<file path="config.mk">
export PLATFORM = sky130hd
export DESIGN_NAME = essvm_lane
export DESIGN_NICKNAME = d
export VERILOG_FILES = /design/src/hw/rtl/essvm_pkg.sv /design/src/hw/rtl/essvm_lane.sv
export SDC_FILE = /design/constraint.sdc
export NUM_CORES = 2
export LEC_CHECK = 0
export BUFFER_PORTS_ARGS = -buffer_cell sky130_fd_sc_hd__buf_2
export CAP_MARGIN = 20
export CORE_UTILIZATION = 43
export CTS_CLUSTER_DIAMETER = 200
export DETAILED_ROUTE_END_ITERATION = 16
export PLACE_DENSITY = 0.58
export SYNTH_ARGS = -nofsm -noshare
export SYNTH_HDL_FRONTEND = slang
export SYNTH_SLANG_ARGS = --single-unit
</file>
<file path="constraint.sdc">
create_clock -name aclk -period 18.78 [get_ports aclk]
set_input_delay 1.878 -clock aclk [delete_from_list [all_inputs] [get_ports aclk]]
set_output_delay 1.878 -clock aclk [all_outputs]
set_load 0.03 [all_outputs]
</file>
<file path="src/hw/rtl/essvm_pkg.sv">
// Shared types and constants for the element strain / stress / von Mises block.
// Used by the lane and the top level; depends on nothing.
package essvm_pkg;

    localparam int unsigned DATA_W = 32;
    localparam int unsigned ACC_W  = 64;
    localparam int unsigned OPND_W = DATA_W + 1;
    localparam int unsigned PROD_W = 2 * OPND_W;
    localparam int unsigned LANES  = 3;

    // accumulator operations of a lane
    localparam logic [1:0] ACC_HOLD = 2'd0;
    localparam logic [1:0] ACC_ADD  = 2'd1;
    localparam logic [1:0] ACC_CLR  = 2'd2;

    // register indexes of the configuration port
    localparam logic [2:0] REG_D_XX = 3'd0;
    localparam logic [2:0] REG_D_XY = 3'd1;
    localparam logic [2:0] REG_D_XS = 3'd2;
    localparam logic [2:0] REG_D_YY = 3'd3;
    localparam logic [2:0] REG_D_YS = 3'd4;
    localparam logic [2:0] REG_D_SS = 3'd5;

    typedef struct packed {
        logic       mul_en;
        logic [1:0] acc_op;
    } lane_ctrl_t;

endpackage

</file>
<file path="src/hw/rtl/essvm_lane.sv">
// One arithmetic lane: a registered 33x33 signed multiplier feeding a
// saturating 64-bit accumulator. Depends on essvm_pkg.
module essvm_lane (
    input  logic                                     aclk,
    input  logic                                     aresetn,
    input  essvm_pkg::lane_ctrl_t                    ctrl,
    input  logic signed [essvm_pkg::OPND_W-1:0]      opnd_a,
    input  logic signed [essvm_pkg::OPND_W-1:0]      opnd_b,
    output logic signed [essvm_pkg::PROD_W-1:0]      prod,
    output logic signed [essvm_pkg::ACC_W-1:0]       acc
);

    logic signed [essvm_pkg::PROD_W-1:0] prod_reg;
    logic signed [essvm_pkg::PROD_W-1:0] prod_next;
    logic signed [essvm_pkg::ACC_W-1:0]  acc_reg;
    logic signed [essvm_pkg::ACC_W-1:0]  acc_next;
    logic signed [essvm_pkg::ACC_W:0]    sum_wide;
    logic signed [essvm_pkg::ACC_W-1:0]  sat_sum;

    assign prod_next = opnd_a * opnd_b;

    // signed products of 32-bit values always fit in the accumulator width
    always_comb begin
        sum_wide = {acc_reg[essvm_pkg::ACC_W-1], acc_reg}
                 + {prod_reg[essvm_pkg::ACC_W-1], prod_reg[essvm_pkg::ACC_W-1:0]};
        if (sum_wide[essvm_pkg::ACC_W] != sum_wide[essvm_pkg::ACC_W-1]) begin
            // stick at the limit on overflow
            sat_sum = sum_wide[essvm_pkg::ACC_W] ?
                      {1'b1, {(essvm_pkg::ACC_W-1){1'b0}}} :
                      {1'b0, {(essvm_pkg::ACC_W-1){1'b1}}};
        end else begin
            sat_sum = sum_wide[essvm_pkg::ACC_W-1:0];
        end
    end

    always_comb begin
        case (ctrl.acc_op)
            essvm_pkg::ACC_ADD: acc_next = sat_sum;
            essvm_pkg::ACC_CLR: acc_next = '0;
            default:            acc_next = acc_reg;
        endcase
    end

    always_ff @(posedge aclk) begin
        if (ctrl.mul_en) begin
            prod_reg <= prod_next;
        end
    end

    always_ff @(posedge aclk) begin
        if (!aresetn) begin
            acc_reg <= '0;
        end else begin
            acc_reg <= acc_next;
        end
    end

    assign prod = prod_reg;
    assign acc  = acc_reg;

endmodule

</file>
-- Yosys cells after proc, flatten, opt, wreduce, memory -nomap -nowiden
Cells that the tools add are included.
Widths: inputs -> output; s select.
- flip-flop bits (word level): 130
- input port bits: 71
- logic and storage cells: 11
- $add $sub $neg: 1
- reduce and logical (&&, ||, !) cells: 1
- multiply operators: 1
- multiplexer cells: 3
- equality and inequality tests: 3
- operators with widths (operator ; number):
    $mux 64 ; 2
    $pmux 64 s2 ; 1
    $mul 33x33->66 ; 1
    $add 64x64->65 ; 1
    $eq 2x1->1 const B ; 1
    $eq 2x2->1 const B ; 1
    $reduce_bool 2->1 ; 1
    $ne 1x1->1 ; 1

-- Logic depth before layout (Yosys ltp)
- depth after elaboration: 4
- depth in mapped cells: 30
- mapped depth without buffers: 29

-- Worst setup path before layout
Ideal clock, no wire load.
- path kind: input port to flip-flop
- start: input port opnd_a[32] (netlist name)
- end: register prod_reg (netlist bit prod[64]) (data pin)
- path slack: 9.389 ns
- setup time: 0.263 ns
- stages: 25
- buffers on the path: 1
- arrival time: 9.128 ns
- path through: clkbuf_1 > nand2_1 > inv_1 > fa_1 > fa_1 > fa_1 > inv_1 > fa_1 > inv_1 > fa_1 > fa_1 > fa_1 > inv_1 > fa_1 > inv_1 > ha_1 > nand3_1 > nor2_1 > nand2_1 > o21ai_0 > a31oi_1 > a2111oi_0 > or3_1 > a311oi_1 > xnor2_1
- cells in the longest elaborated chain, start to end: 1
- ends and longest elaborated chain (what ; RTL line ; source):
    from (decl) ; essvm_lane.sv:7 ; input logic signed [essvm_pkg::OPND_W-1:0] opnd_a,
    $mul 33x33->66 ; essvm_lane.sv:20 ; assign prod_next = opnd_a * opnd_b;
    via prod_next, one bit ; essvm_lane.sv:14 ; logic signed [essvm_pkg::PROD_W-1:0] prod_next;
    to (signal assigned) ; essvm_lane.sv:46 ; prod_reg <= prod_next;
    to (decl) ; essvm_lane.sv:13 ; logic signed [essvm_pkg::PROD_W-1:0] prod_reg;
The timed path passes the listed nets, and every way through them passes these cells.
A chain may end at the register's enable or synchronous reset.

-- Worst setup path after layout
- start: input port opnd_b[6] (netlist name)
- end: register prod_reg (netlist bit prod[64]) (data pin)
- cells in the longest elaborated chain, start to end: 1
- ends and longest elaborated chain (what ; RTL line ; source):
    from (decl) ; essvm_lane.sv:8 ; input logic signed [essvm_pkg::OPND_W-1:0] opnd_b,
    $mul 33x33->66 ; essvm_lane.sv:20 ;
    via prod_next, one bit ; essvm_lane.sv:14 ;
The timed path passes the listed nets, and every way through them passes these cells.

==> metrics <==
vias in the first global route=roughly 37000; Die ar.=approximately 0.11 mm^2; 1st-iter DRT viols=approximately 2300; CP startpoint kind=input pin; share of layout cells above drive strength 1=under 10%; wire length on met1=61.8 mm; cells after synthesis=5102; Hold Crit Start=acc[58]; All-Layer GR Usage=25.9%; Slew headroom=about a fifth; dominant synthesized flop cell=edfxtp_1; CTS sink cnt=130; Worst-Skew Late Latency=about 0.45 ns; port buffer count=200; Clock Skew=about 0.011 ns; Worst Path Arrival=10.47 ns; EDFF count, synth=between 60 and 70; number of flip-flops in the largest register=66; CTS max path bufs=2; fin crit share=between 50% and 60%; # setup viols final=0; Setup CP Type=input pin to register; commonest non-fill, non-tap cell in the layout=fa_1; sequential area share after synthesis=under 10%; CTS tree=done; NumNets Final=about 6600; site row count=120; Post-synth ARST share=0%; met2 wire len=a little over 60 mm; r2r startpoint=prod[11]; H-tree Lvls=4; post-CTS resize count=0; Die X-Extent=332 um; top cells by area, synth=fa_1, inv_1, ha_1; Req. time, crit path=18.97 ns; syn_nets=about 6600; top cell type's share of synthesized area=between 40 and 50%; worst hold path class=register to register; largest net degree at the start of global routing=between 60 and 70; CTS root buf=clkbuf_16; max-slew violations=0; top sig layer=met5; max-cap violations=0; Avg Vias per Cell=between 5 and 6; worst-path maximum fanout=33; post-synthesis cell type with the largest combined area=fa_1; drt drc=0; distinct cell type count of the synthesized netlist=73; Worst Tran Pin Value=about 1.2 ns; status=finished, final reports clean; number of synthesized register bits=130; Setup Fix Bufs, Post-CTS=0; Starting Density=between 40% and 50%; fill count=~10000; DRT Pass-1 Iters=5; Top Ports=approximately 200; hold_buf cts=0; vias post-DR=approximately 34000; die height=roughly 330 um; placer congestion estimate=approximately 0.9; met3 wire length=11.4 mm; mean post-synth cell area=9.18 um^2; f_max=about 97 MHz; WL final=about 140 mm; first-pass GRT wire length=about 220 mm; initial antenna violation count=3; final-report hold violation count=0; crit path from=opnd_b[6]; RSZ-0062 raised after global routing=no; CP Capture Type=register; Final ANT Viol Nets=0; Num CTS Buffers=17; yosys warns=0; CTS clk-pin slew, worst paths=around 0.060 ns; Core Box Area=between 0.1 and 0.15 mm^2; Synth-to-Final Area Change=5.41%; post-DR wirelength/cell=roughly 21 um; TNS Setup=0 ns; GR Overflow Total=0; most frequent cells in the layout=fa_1, inv_1, nand2_1, and2_1, ha_1; synthesized cell area=0.0468 mm^2; post-layout min period=about 10 ns; Final HPWL DP=roughly 110 mm
[synthesized netlist by cell type, types with 5 or more instances]
library cell / instances
a211o_1: 6
a211oi_1: 17
a21boi_0: 6
a21o_1: 75
a21oi_1: 163
a31oi_1: 17
and2_1: 563
and3_1: 13
buf_2: 16
clkbuf_1: 238
dfxtp_1: 64
edfxtp_1: 66
fa_1: 1146
ha_1: 282
inv_1: 1141
nand2_1: 662
nand2b_1: 20
nand3_1: 26
nand4_1: 38
nor2_1: 112
nor2b_1: 15
nor3_1: 13
nor4_1: 5
o21a_1: 12
o21ai_0: 102
o21ai_1: 36
o21bai_1: 18
o221ai_1: 9
o31ai_1: 5
or2_2: 6
or3_1: 5
xnor2_1: 81
xor2_1: 52
[path summary, 6_finish.rpt]
path | slack [ns] | to | depth (start not counted)
min | 0.46 | acc[58] | 2
min reg2reg | 0.46 | acc[58] | 2
max | 8.50 | prod[64] | 27
max reg2reg | 14.29 | acc[17] | 13
[critical path: stages]
cell and delay, ns:
buf_2 0.64, nand2_1 0.27, inv_1 0.15, fa_1 0.39, inv_1 0.28, fa_1 0.48
inv_1 0.22, fa_1 0.52, inv_1 0.11, fa_1 0.62, inv_1 0.56, fa_1 0.56
fa_1 0.52, fa_1 0.51, inv_1 0.05, fa_1 0.47, inv_1 0.04, ha_1 0.34
nand3_1 0.18, nor2_1 0.08, nand2_1 0.07, o21ai_0 0.07, a31oi_1 0.35, a2111oi_0 0.24
or3_1 0.40, a311oi_1 0.33, xnor2_1 0.09
[cells by family (layout without fill, tap and decap cells)]
group           count (synthesis)  after routing  share of synthesized area [%]
compound gates                512            512                           6.86
mux                             1              1                         0.0240
fa+ha+maj                    1428           1428                           56.5
xor+xnor                      133            133                           2.49
other cells                     0              2                              0
flops                         130            130                           6.97
buf+inv                      1407           1402                           11.4
simple gates                 1491           1491                           15.7
[final cells by class]
cell class | instances | area, um^2 | area share, %
multi-input cells | 3565 | 38200 | 77.5
inverters | 1143 | 4290 | 8.69
flip-flops and latches | 130 | 3260 | 6.61
well taps | 1403 | 1760 | 3.56
repair buffers | 227 | 1200 | 2.44
clock buffers | 17 | 425 | 0.862
clock inverters | 15 | 183 | 0.370
diodes | 2 | 5.00 | 0.0101
[through the flow]
stage	hold WS [ns]	utilization [%]	cells	setup slack (ns)	cell area, um^2
final	0.459	45.9	6502	8.50	49400
after global routing	0.471	45.9	6500	8.11	49400
after CTS	0.462	45.9	6500	8.58	49400
after detailed placement	0.452	45.3	6468	8.11	48700
after global placement	0.450	45.3	6468	8.24	48700
after floorplan	0.579	-	5102	9.39	46800
[per-layer routing]
metal | track usage [%] | vias to the layer above
met2 | 40.9 | 1251
met4 | 6.25 | 2
met3 | 5.46 | 196
li1 | - | 15100
met1 | 36.4 | 17500
met5 | 0 | -
Power is not shown: default switching activity piles up to over one toggle a cycle in this logic, so the estimate is an artifact.
