<file path="config.mk">
export PLATFORM = sky130hd
export DESIGN_NAME = essvm_isqrt
export DESIGN_NICKNAME = d
export VERILOG_FILES = /design/src/hw/rtl/essvm_isqrt.sv
export SDC_FILE = /design/constraint.sdc
export NUM_CORES = 1
export LEC_CHECK = 0
export BUFFER_PORTS_ARGS = -buffer_cell sky130_fd_sc_hd__buf_2
export CORE_MARGIN = 2
export CORE_UTILIZATION = 60
export CTS_CLUSTER_DIAMETER = 40
export DETAILED_ROUTE_END_ITERATION = 6
export PLACE_DENSITY = 0.84
export SYNTH_ARGS = -nofsm -noshare
export SYNTH_HDL_FRONTEND = slang
export SYNTH_SLANG_ARGS = --single-unit
</file>
<file path="constraint.sdc">
create_clock -name aclk -period 18.8 [get_ports aclk]
set_input_delay 1.88 -clock aclk [delete_from_list [all_inputs] [get_ports aclk]]
set_output_delay 1.88 -clock aclk [all_outputs]
set_load 0.01 [all_outputs]
</file>
<file path="src/hw/rtl/essvm_isqrt.sv">
// Bit-serial integer square root of a 64-bit radicand, one result bit per cycle.
// Standalone; the top level starts it and picks up the root on done.
module essvm_isqrt (
    input  logic        aclk,
    input  logic        aresetn,
    input  logic        start,
    input  logic [63:0] rad,
    output logic        done,
    output logic [31:0] root
);

    localparam int unsigned STEPS = 32;

    logic        busy_reg;
    logic        done_reg;
    logic [4:0]  cnt_reg;
    logic [63:0] v_reg;
    logic [63:0] res_reg;
    logic [63:0] probe_reg;
    logic [63:0] trial;
    logic        fits;

    assign trial = res_reg + probe_reg;
    assign fits  = (v_reg >= trial);

    always_ff @(posedge aclk) begin
        if (!aresetn) begin
            busy_reg <= 1'b0;
            done_reg <= 1'b0;
            cnt_reg  <= '0;
        end else begin
            // pulse done on the last step
            done_reg <= !start && busy_reg && (cnt_reg == 5'(STEPS - 1));
            if (start) begin
                busy_reg <= 1'b1;
                cnt_reg  <= '0;
            end else if (busy_reg) begin
                cnt_reg <= cnt_reg + 5'd1;
                if (cnt_reg == 5'(STEPS - 1)) begin
                    busy_reg <= 1'b0;
                end
            end
        end
    end

    always_ff @(posedge aclk) begin
        if (start) begin
            v_reg     <= rad;
            res_reg   <= '0;
            probe_reg <= 64'h4000_0000_0000_0000;
        end else if (busy_reg) begin
            if (fits) begin
                v_reg   <= v_reg - trial;
                res_reg <= (res_reg >> 1) + probe_reg;
            end else begin
                res_reg <= res_reg >> 1;
            end
            probe_reg <= probe_reg >> 2;
        end
    end

    assign done = done_reg;
    assign root = res_reg[31:0];

endmodule

</file>
* Word level (Yosys, flattened, before mapping)
Index checks and enable logic that the tools add are counted.
** Operators by class
- Add/subtract/negate cells :: 4
- Mux-type cells :: 7
- Magnitude comparators :: 1
- Reductions and logical operators :: 7
- Equal/unequal tests :: 1
- Bitwise operators :: 1
** Operators with widths (number)
- 64-bit two-way mux :: 4
- 63-bit by 63-bit adder with 64-bit output :: 1
- 64-bit by 63-bit adder with 64-bit output :: 1
- 64-bit greater-or-equal comparator :: 1
- 64-bit subtractor :: 1
- 5-bit by 1-bit adder with 5-bit output, second input constant :: 1
- 5-bit equality test, second input constant :: 1
- 2-bit nonzero test :: 2
- 1-bit two-way mux :: 3
- 1-bit logical AND :: 2
- 2-bit AND reduction :: 1
- 2-bit OR reduction :: 1
- 1-bit logical NOT :: 1
- 1-bit inverter :: 1
** Word-level totals
- Output and inout port bits :: 33
- Bits in registers :: 167
- Logic and storage cells :: 27
- Bits of input ports :: 67

* Depth between registers and ports, before layout
- Depth in word-level cells :: 5
- Depth in mapped cells :: 27
- Mapped depth without buffers :: 23

* Worst setup path after synthesis
Ideal clock, no wire load.
- Kind :: register to register
- Start point :: reg res_reg[30]
- End point :: reg v_reg[0] (enable)
- Setup slack :: 12629 ps
- Library setup time :: 424 ps
- Arrival :: 5747 ps
- Cell stages (with the launch flop) :: 21
- Path buffers :: 2
- Cell sequence :: dfxtp_1 ha_1 nand4_1 or3_1 or3_1 o21ba_2 o31ai_4 a21oi_1 or2_1 a211o_1 o2111a_1 ha_1 buf_2 nand2_1 nor4_2 and2_1 nand4_1 o211a_1 buf_2 nand2b_1 nand2_1
** Between the ends
- Cells in the longest elaborated chain, start to end :: 4
** RTL lines
- start: declaration :: line 18 : logic [63:0] res_reg;
- start signal: assignment :: line 54 : res_reg <= (res_reg >> 1) + probe_reg;
- start signal: assignment :: line 56 : res_reg <= res_reg >> 1;
- 64-bit by 63-bit adder with 64-bit output :: line 23 : assign trial = res_reg + probe_reg;
- 64-bit greater-or-equal comparator :: line 24 : assign fits = (v_reg >= trial);
- 2-bit nonzero test (no line)
- 2-bit AND reduction (no line)
- end signal: assignment :: line 48 : v_reg <= rad;
- end signal: assignment :: line 53 : v_reg <= v_reg - trial;
- end: declaration :: line 17 : logic [63:0] v_reg;
No other way between the ends.
A chain may end at the register's enable or synchronous reset.

* Final worst setup path
- Start point :: reg res_reg[2]
- End point :: reg v_reg[1] (enable)
The elaborated chain is that of the path after synthesis.

==> summary.md <==
| Metric | Value |
|---|---|
| Outcome | finished, violations left |
| Failing checks | design-rule violations |
| Pin count of the biggest net entering global routing | 92 |
| Cell Area, Synth | 0.01582 mm^2 |
| Required @ worst endpoint | about 19 ns |
| CTS resizes | 0 |
| Worst path bufs/invs | 1 |
| Clk_lat worst skew | 0.45 ns |
| Top Ports | 100 |
| CTS tree | yes |
| Hold Crit Class | flip-flop to flip-flop |
| CP startpoint | res_reg[2] |
| Pint | 1.096 mW |
| Max Cap Viol | 0 |
| Synth Area per Inst | 7.814 um^2 |
| Final Wtd Congestion | between 0.9 and 1 |
| CP max-delay cell | o211a_4 |
| Die H | 166.4 um |
| Hold buffers post-CTS | 0 |
| Final cycle utilization of the critical path | 38.58% |
| CP max stage delay | a little under 0.6 ns |
| Max transition margin | 33.07% |
| Fin. Hold Viols | 0 |
| Worst vdd ir | slightly above 0.07 mV |
| Net Sw Frac | 46.18% |
| Critical path's most frequent cell | a21oi_1 |
| Unrepaired setup endpoints after global routing | no |
| Initial antenna violation count | 0 |
| Most frequent cells in the layout | nand2_1, nor2_1, o21ai_0, a21oi_1, ha_1 |
| Cells along the critical path | ha_1 > a31oi_1 > nor3_1 > o21ai_0 > a21oi_1 > nor3_2 > o21ai_1 > a31o_2 > a41o_1 > nor4b_1 > nor3_1 > ha_1 > a21oi_1 > o21ai_1 > a2111oi_0 > nor2_1 > a21oi_1 > o211a_4 > nand2b_1 > nand2_2 > buf_4 |
| Final setup viols | 0 |
| Num CTS Buffers | 17 |
| Yosys cell types | 90 |
| Syn Nets | between 2k and 2.5k |
| Crit path max-delay family | compound AO/OA/AOI/OAI gates |
| Most common cell after layout, fill and taps aside | nand2_1 |
| FMAX | roughly 0.14 GHz |
| Core area | 0.02598 mm^2 |
| EDFF count, synth | 64 |
| Overall power | 2.036 mW |
| Via count | between 15k and 20k |
| Area of the multi-input gates | roughly 0.011 mm^2 |
| DRT Pass-1 Iters | 7 |
| Register area | 0.003988 mm^2 |
| Flop-to-flop setup slack | 11.55 ns |
| Register area share after synthesis | 25.19% |
| Die Area | 0.02767 mm^2 |
| FP Rows | 59 |
| Layout Nets | 2,197 |
| Die X-Extent | 166.4 um |
| Hold Path Sink | cnt_reg[4] |
| Ant. Diodes | 0 |
| Clk pwr share | roughly 18% |
| Final Critical Period | 7.252 ns |
| Max Clock Skew | 0.01534 ns |
| Post-Route WL | 43,780 um |
| Global-route wire length before repair | 72,440 um |
| Seq cells post-synth | 167 |
| CTS clock-pin slew for the worst setup and hold paths | 0.08 ns |
| Hold_sp | cnt_reg[4] |
| Total clock sinks | approximately 170 |
| Worst setup SP type | flip-flop |
| Initial Utilization | 60.86% |
| H-tree depth | 4 |
| Comb pwr share | around 55% |
| Routed length per instance | 18.67 um |
| IO Port Bufs | between 90 and 100 |
| CP Max Fanout | 53 |
| Reg2reg end | v_reg[1] |
| Bufs on Longest Clock Path | 2 |
| Layout fillers | 2,267 |
| CTS Root Cell | clkbuf_16 |
| Syn. warnings | 0 |
| GRT overflow | 0 |
| Critical path endpoint category | flip-flop |
| Pwr dens | roughly 120 mW/mm^2 |
| Asr flop ratio synth | 0% |
| Crit path kind | flip-flop to flip-flop |
| P_sw | roughly 940 uW |
| Number of global-route vias before repair | 14.31k |
| Vias/cell | 6.499 |
| DRC Markers | 1 |
| Final setup TNS | 0 ns |
| GRT Util Overall | 31.41% |
| Final Max Tran Viols | 0 |
| HPWL after detailed placement | between 30,000 and 40,000 um |
| CP arrival | 7.40 ns |
| Fraction of layout instances using a drive strength above 1 | 9.502% |
| Main synth FF type | dfxtp_1 |
| Flop pwr share | 27.1% |
| Area Growth Syn to Fin | 5.324% |
| Final ANT Viol Nets | 0 |
| Hold path cells | 2 |
| Cells on worst reg2reg path | 21 |
| Drt initial violations | around 1.5k |
| Cell count after synthesis | 2,024 |
| Post-CTS Setup Inserts | 0 |
| R2R Path Start | res_reg[2] |
| Final Util | 64.10% |
| Actual slew at the worst max-slew pin | 1.004 ns |
| Leak pwr | approximately 6.4 nW |
==> worst min-delay path: cells and delay by family (launching register included) <==
kind,cells,cell delay [ns]
and+or+nand+nor,1,0.07
muxes,1,0.07
DFF,1,0.34
==> cells by family (layout without fill, tap and decap cells) <==
logic type      Yosys count  in the layout  synth area share, %
xor+xnor                152            152                8.418
fa+ha+maj               133            133                10.57
simple gates            674            674                20.16
mux                      55             55                3.513
flops                   167            167                25.19
buf+inv                 193            179                5.585
compound gates          650            650                26.57
==> routing by layer <==
layer / wire, um / GRT usage (%)
met4: 1308 / 9.295
met2: 20190 / 52.21
met3: 2927 / 5.172
met1: 19360 / 42.17
met5: 0 / 0
==> cells in the mapped netlist (9+ instances only) <==
| cell type | number | area, um^2 |
|---|---|---|
| a211oi_1 | 39 | 292.8 |
| a21o_1 | 40 | 300.3 |
| a21oi_1 | 156 | 780.8 |
| a221oi_1 | 10 | 87.58 |
| a311oi_1 | 19 | 166.4 |
| a31o_2 | 21 | 183.9 |
| a31oi_1 | 51 | 319.1 |
| and2_1 | 20 | 125.1 |
| and3_1 | 20 | 125.1 |
| and4_1 | 9 | 78.83 |
| buf_2 | 27 | 135.1 |
| buf_4 | 33 | 247.7 |
| clkbuf_1 | 84 | 315.3 |
| dfxtp_1 | 103 | 2062 |
| edfxtp_1 | 64 | 1922 |
| ha_1 | 132 | 1652 |
| inv_1 | 41 | 153.9 |
| mux2i_1 | 51 | 510.5 |
| nand2_1 | 211 | 792.0 |
| nand2b_1 | 13 | 81.33 |
| nand3_1 | 38 | 190.2 |
| nand4_1 | 52 | 325.3 |
| nor2_1 | 203 | 762.0 |
| nor2b_1 | 18 | 112.6 |
| nor3_1 | 28 | 140.1 |
| nor4_1 | 10 | 62.56 |
| o21a_1 | 18 | 135.1 |
| o21ai_0 | 169 | 845.8 |
| o21ai_1 | 12 | 60.06 |
| o21bai_1 | 29 | 217.7 |
| o31ai_1 | 13 | 97.59 |
| or3_1 | 25 | 156.4 |
| xnor2_1 | 86 | 753.2 |
| xor2_1 | 66 | 578.1 |
==> stage by stage <==
step | area [um^2] | cells | worst slack [ns] | hold WS [ns]
floorplan | 15820 | 2024 | 12.63 | 0.4673
global placement | 16070 | 2313 | 11.89 | 0.4865
detailed placement | 16070 | 2313 | 11.65 | 0.4931
CTS | 16660 | 2345 | 11.65 | 0.5126
global route | 16660 | 2345 | 11.00 | 0.5436
finish | 16660 | 2345 | 11.55 | 0.5103
==> power by group through the flow <==
stage / clock network (mW) / registers (mW) / logic (mW)
finish: 0.358 / 0.551 / 1.13
global route: 0.375 / 0.559 / 1.25
CTS: 0.360 / 0.549 / 1.11
detailed placement: 0 / 0.553 / 1.10
global placement: 0 / 0.554 / 1.09
floorplan: 0 / 0.519 / 0.895
==> how the worst max path moves through the flow <==
stage,end,depth (start not counted)
2_1_floorplan,v_reg[0],20
3_3_place_gp,v_reg[0],21
3_5_place_dp,v_reg[1],21
4_1_cts,v_reg[1],21
5_1_grt,v_reg[1],21
6_report,v_reg[1],21
==> final cells by class <==
type | instances | share of cell area, %
clock inverter | 15 | 0.9765
multi-input combinational | 1664 | 65.79
timing repair buffer | 105 | 3.283
sequential | 167 | 23.94
tap | 335 | 2.516
inverter | 42 | 0.9464
clock buffer | 17 | 2.554
Power figures use the tool's default switching activity.
